`src/lrm_pkg.sv`:
```
`default_nettype none
package lrm_pkg;

    localparam int BLOCK_COUNT = 32;
    localparam int STAMP_BITS  = 32;
    localparam int PIN_BITS    = 16;
    localparam int ID_W        = 5;
    localparam int LIMIT_W     = 6;

    typedef logic [ID_W-1:0]       block_id_t;
    typedef logic [STAMP_BITS-1:0] stamp_t;
    typedef logic [PIN_BITS-1:0]   pin_t;
    typedef logic [LIMIT_W-1:0]    count_t;

    typedef enum logic [2:0] {
        KIND_ENSURE  = 3'd0,
        KIND_MAP     = 3'd1,
        KIND_UNMAP   = 3'd2,
        KIND_FRESH   = 3'd3,
        KIND_RELEASE = 3'd4,
        KIND_DEMOTE  = 3'd5
    } kind_t;

    typedef enum logic [1:0] {
        ST_OK      = 2'd0,
        ST_INVALID = 2'd1,
        ST_NO_ROOM = 2'd2
    } status_t;

    typedef enum logic [2:0] {
        S_IDLE,
        S_DECIDE,
        S_SCAN,
        S_EVICT,
        S_EXEC,
        S_PIN
    } state_t;

    // Update broadcast to every cell; only the cell whose index matches acts.
    typedef struct packed {
        block_id_t id;
        logic      set_res;
        logic      clr_res;
        logic      pin_inc;
        logic      pin_dec;
        logic      pin_clr;
        logic      stamp_we;
        stamp_t    stamp_val;
    } cell_cmd_t;

    // Running oldest-candidate wave passed from cell to cell.
    typedef struct packed {
        logic      valid;
        logic      found;
        stamp_t    stamp;
        block_id_t idx;
    } scan_t;

endpackage
`default_nettype wire

```
`src/lrm_cell.sv`:
```
`default_nettype none
module lrm_cell (
    input  wire logic              clk,
    input  wire logic              rst_n,
    input  wire lrm_pkg::block_id_t idx,
    input  wire lrm_pkg::cell_cmd_t cmd,
    input  wire lrm_pkg::scan_t     scan_in,
    output lrm_pkg::scan_t          scan_out,
    output logic                    resident
);
    import lrm_pkg::*;

    logic   res_reg, res_next;
    pin_t   pin_reg, pin_next;
    stamp_t stamp_reg, stamp_next;
    scan_t  scan_reg, scan_next;
    logic   hit, eligible;

    assign hit      = (cmd.id == idx);
    assign eligible = res_reg && (pin_reg == '0) && (cmd.id != idx);

    always_comb
    begin
        res_next   = res_reg;
        pin_next   = pin_reg;
        stamp_next = stamp_reg;
        if (hit)
        begin
            if (cmd.set_res)
                res_next = 1'b1;
            if (cmd.clr_res)
                res_next = 1'b0;
            if (cmd.pin_clr)
                pin_next = '0;
            else if (cmd.pin_inc && (pin_reg != '1))
                pin_next = pin_reg + 1'b1;
            else if (cmd.pin_dec && (pin_reg != '0))
                pin_next = pin_reg - 1'b1;
            if (cmd.stamp_we)
                stamp_next = cmd.stamp_val;
        end
        // strict compare keeps the lower index on a tie
        scan_next = scan_in;
        if (scan_in.valid && eligible && (!scan_in.found || (stamp_reg < scan_in.stamp)))
        begin
            scan_next.found = 1'b1;
            scan_next.stamp = stamp_reg;
            scan_next.idx   = idx;
        end
    end

    always_ff @(posedge clk or negedge rst_n)
    begin
        if (!rst_n)
        begin
            res_reg   <= 1'b0;
            pin_reg   <= '0;
            stamp_reg <= '0;
            scan_reg  <= '0;
        end
        else
        begin
            res_reg   <= res_next;
            pin_reg   <= pin_next;
            stamp_reg <= stamp_next;
            scan_reg  <= scan_next;
        end
    end

    assign scan_out = scan_reg;
    assign resident = res_reg;

endmodule
`default_nettype wire

```
`config.mk`:
```
export PLATFORM = sky130hd
export DESIGN_NAME = lrm_cell
export DESIGN_NICKNAME = d
export VERILOG_FILES = /design/src/lrm_pkg.sv /design/src/lrm_cell.sv
export SDC_FILE = /design/constraint.sdc
export NUM_CORES = 1
export LEC_CHECK = 0
export CAP_MARGIN = 20
export CORE_MARGIN = 8
export CORE_UTILIZATION = 45
export CTS_BUF_LIST = sky130_fd_sc_hd__clkbuf_8
export DETAILED_ROUTE_END_ITERATION = 10
export DONT_BUFFER_PORTS = 1
export RECOVER_POWER = 100
export SYNTH_ARGS = -nofsm -noshare
export SYNTH_HDL_FRONTEND = slang
export SYNTH_SLANG_ARGS = --single-unit
```
`constraint.sdc`:
```
create_clock -name clk -period 4.7 [get_ports clk]
set_clock_uncertainty 0.15 [all_clocks]
set_input_delay 0.47 -clock clk [delete_from_list [all_inputs] [get_ports clk]]
set_output_delay 0.47 -clock clk [all_outputs]
set_load 0.005 [all_outputs]
```
Word level (Yosys, flattened, before mapping)
Cells that the tools add are included.

$add $sub $neg: 2. $lt $le $gt $ge: 1. Equality and inequality tests: 3. Mux-type cells: 6. Reductions and logical operators: 15.

Operators with widths (count): 16-bit two-way mux (3); 38-bit two-way mux (1); 32-bit less-than comparator (1); 16-bit by 1-bit adder with 16-bit output, second input constant (1); 16-bit logical NOT (1); 16-bit inequality test, second input constant (1); 16-bit nonzero test (1); 16-bit by 1-bit subtractor with 16-bit output, second input constant (1); 1-bit logical AND (6); 2-bit AND reduction (3); 5-bit equality test (1); 5-bit inequality test (1); 3-bit nonzero test (1); 1-bit two-way mux (2); 2-bit nonzero test (1); 1-bit logical NOT (1); 1-bit logical OR (1).

Bits in registers: 88. Input bits: 89. Logic and storage cells: 34.

Logic depth before layout (Yosys ltp)
Depth in word-level cells: 6. Mapped depth: 9. Depth with buffers taken out: 9.

Worst setup path before layout
No wires, ideal clock.

Path kind: reg2reg. Start point: register pin_reg[0]. End point: register pin_reg[15]. Setup time: 0.079 ns. Arrival time: 4.161 ns. Required time: 4.471 ns. Slack: 0.310 ns. Cell stages (with the launch flop): 10. Period minus slack after synthesis: 4.390 ns. Cells stage by stage: dfrtp_1 > nand4_1 > o41ai_1 > ha_1 > a211oi_1 > o211ai_1 > a31oi_1 > o211ai_1 > a21boi_0 > a2bb2oi_1.

Word-level cells in the longest chain between the ends: 4. Elaborated cells on any way between the ends: 11.

Ends and longest elaborated chain: start, declared (RTL line lrm_cell.sv:14) `pin_t pin_reg, pin_next;`; start signal, assigned (RTL line lrm_cell.sv:64) `pin_reg <= pin_next;`; 16-bit by 1-bit subtractor with 16-bit output (tied with other cells) (RTL line lrm_cell.sv:38) `pin_next = pin_reg - 1'b1;`; 16-bit two-way mux (tied with other cells) (RTL line lrm_cell.sv:37) `else if (cmd.pin_dec && (pin_reg != '0))`; 16-bit two-way mux / 3-bit nonzero test (equally long branches); 16-bit two-way mux / 2-bit AND reduction (equally long branches).

Several ways; a longest one is shown, not always the timed one. The select of a mux whose other input is x is not followed. A chain may end at the register's enable or synchronous reset.

==> out/results.txt <==
Antenna-violating nets left: 0
Clock sink count: 88
RR Startpoint: stamp_reg[25]
Floorplan core area: 10700 µm²
ANT cells: 0
CTS Buffer Depth: 2
Post-synth top area cell: dfrtp_1
FILL cells: 969
Post-Syn Area: 4853 µm²
Synth Net Count: 561
Max reg flops: 39
Routed via count: 3236
Final hold slack: 0.04478 ns
EDFF count, synth: 0
Die width: 119.9 µm
Crit path max fanout: 19
IO Port Bufs: 0
CTS hold repair buffers: 3
Crit-path cells: ha_1, a21oi_1, nor2_1, a211oi_1, o211ai_1, a211oi_2, buf_4, mux2_2
Worst setup margin: 0.9523 ns
Slowest cell on the critical path: a211oi_2
Via density: 5.589
Multi-input logic area: 2452 µm²
Drt first pass iters: 4
Clk Latency, worst-skew pair: 0.36 ns
Initial Util: 0.4537
Peak supply drop: 244.1 µV
Worst Hold Class: input port to register
Vias in the first global route: 3347
Arr. time, crit path: 3.84 ns
Grt ovf: 0
Max Cap Viol: 3
Post-route cell area: 5219 µm²
Fin util: 0.4878
Final min period: 3.748 ns
Initial DRC Count: 173
CTS Buf Count: 9
Layout cells sized above 1: 0.1959
# setup viols final: 0
Mapped Cells: 424
Die Height: 119.9 µm
Seq/Total Area, Yosys: 0.4537
Reg2reg setup slack: 0.95 ns
Status: finished with violations
Hpwl dp: 8472 µm
Most common flop cell mapped by yosys: dfrtp_1
Final GP Congestion: 0.8014
Placed Cells: 560
Clk slew on worst S/H paths: 0.09 ns
Ys async rst share: 1.000
Worst EP required: 4.80 ns
Yosys top cell area share: 0.4537
# IOs: 129
RSZ-0062 raised after global routing: false
Max Slew Vio Count: 142
Ys Warns: 0
Nets: 571
CP endpoint kind: register
Drc violations: 0
Synth top area cells: dfrtp_1 (45%), mux2_2 (16%), ha_1 (12%)
Post-synth cell types: 49
Startpoint types: register
Tcrit/Tclk final: 0.7974
Yosys reg bits: 88
DP Worst Slack: 1.120 ns
Routed len/inst: 19.36 µm
Num rows: 38
Post-CTS Setup Bufs: 0
Tightest Pin Transition: 2.208 ns
CP startpoint: stamp_reg[25]
Setup TNS: 0 ns
TritonCTS clock tree: done
Final Non-Filler Cells: 579
Slew HR: -0.4720
Failing checks: max-capacitance violations, max-slew violations
Worst path max stage delay: 1.24 ns
# resized after CTS: 0
FF-to-FF path depth: 8
Pwr dens: 480.5 nW/µm²
First-pass GRT wire length: 18330 µm
Die Area: 14360 µm²
Post-DP Area: 5014 µm²
Synthesized area per cell: 11.45 µm²
H-Tree Depth: 3
Final wirelength: 11210 µm
P_leak: 2.449 nW
Largest net degree at the start of global routing: 89
Tot GR Track Use: 0.1605
FF/Latch Area: 2202 µm²
CP endpoint: scan_out[3]
Crit Path Category: register to register
Final Hold Viols: 0
Syn-to-layout area delta: 7.528%
Antenna violations before repair: 0
Reg2reg end: scan_out[3]
Pwr Total: 2.507 mW
Fmax achieved: 266.8 MHz
Root buffer cell: clkbuf_8
==> worst max-delay path, delay by kind of cell (launching register included) <==
family	cells	cell delay, ns
AOI/OAI and AO/OA	4	1.88
and+or+nand+nor	1	0.05
DFF	1	0.40
adders and majority gates	1	0.30
muxes	1	0.38
buffers and inverters	1	0.47
==> area by class of cell <==
cell class / instances / area share
Multi-Input combinational cell: 292 / 0.4699
Sequential cell: 88 / 0.4220
Tap cell: 140 / 0.03357
Clock buffer: 11 / 0.02901
Inverter: 35 / 0.02517
Clock inverter: 5 / 0.01055
Timing Repair Buffer: 8 / 0.009830
==> cells by family after synthesis <==
logic type	count (synthesis)	share of synthesized area
DFF	88	0.4537
AOI/OAI and AO/OA	83	0.1150
and+or+nand+nor	76	0.07708
muxes	70	0.1624
adders and majority gates	48	0.1253
buffers and inverters	44	0.03944
xor gates and xnor gates	15	0.02707
==> metal layers <==
metal | global-route usage | vias up | routed length (µm)
met5 | 0 | - | 0
met4 | 0.05621 | 0 | 139
met3 | 0.04321 | 10 | 728
met2 | 0.2602 | 101 | 5388
met1 | 0.2024 | 1563 | 4955
li1 | - | 1562 | -
==> cell usage in the layout (no fill, tap or decap), types with 2 or more instances in the layout <==
master and instances:
xor2_1 6, nand2_1 27, a31oi_1 2, a21boi_0 2, nor3_1 3, dlygate4sd3_1 2, nand2b_1 4, nand3_1 8
a211oi_1 2, nand3b_1 2, ha_1 47, o21ai_0 13, mux2_2 66, nand4_1 9, xnor2_1 9, a21oi_1 29
buf_4 2, mux2_1 4, inv_1 36, clkbuf_8 11, o211ai_1 4, dfrtp_1 88, a22o_1 7, nor2_1 10
a32o_1 2, o31ai_1 4, a21o_1 3, clkbuf_1 3, nor4_1 7, nor2b_1 2
==> where the power goes <==
group          internal, mW  switching (mW)
sequential            0.945           0.170
combinational         0.420           0.423
clock                 0.274           0.275
==> how the worst min path moves through the flow <==
stage / cells past startpoint / startpoint / slack [ns] / end
3_3_place_gp: 0 / rst_n / 0.03 / stamp_reg[6]
3_5_place_dp: 0 / rst_n / 0.03 / scan_out[11]
5_1_grt: 1 / cmd[33] / 0.02 / pin_reg[2]
2_1_floorplan: 0 / rst_n / 0.02 / pin_reg[0]
4_1_cts: 1 / cmd[33] / 0.01 / pin_reg[2]
6_report: 1 / cmd[33] / 0.04 / pin_reg[2]
==> synthesized netlist by cell type (all sizes together) (2+ instances only) <==
cell and n:
nand2b 4, dfrtp 88, xor2 6, buf 9, nand3b 2, a32o 2, a21o 3, xnor2 9
ha 47, a21oi 29, o211ai 4, nand2 27, o21ai 13, a211oi 3, inv 35, a21boi 2
nor4 7, nor2 10, nor2b 2, o31ai 4, mux2 70, nand3 8, nand4 9, a31oi 2
a22o 7, nor3 3
No activity file was read; power rests on OpenSTA's default activity.
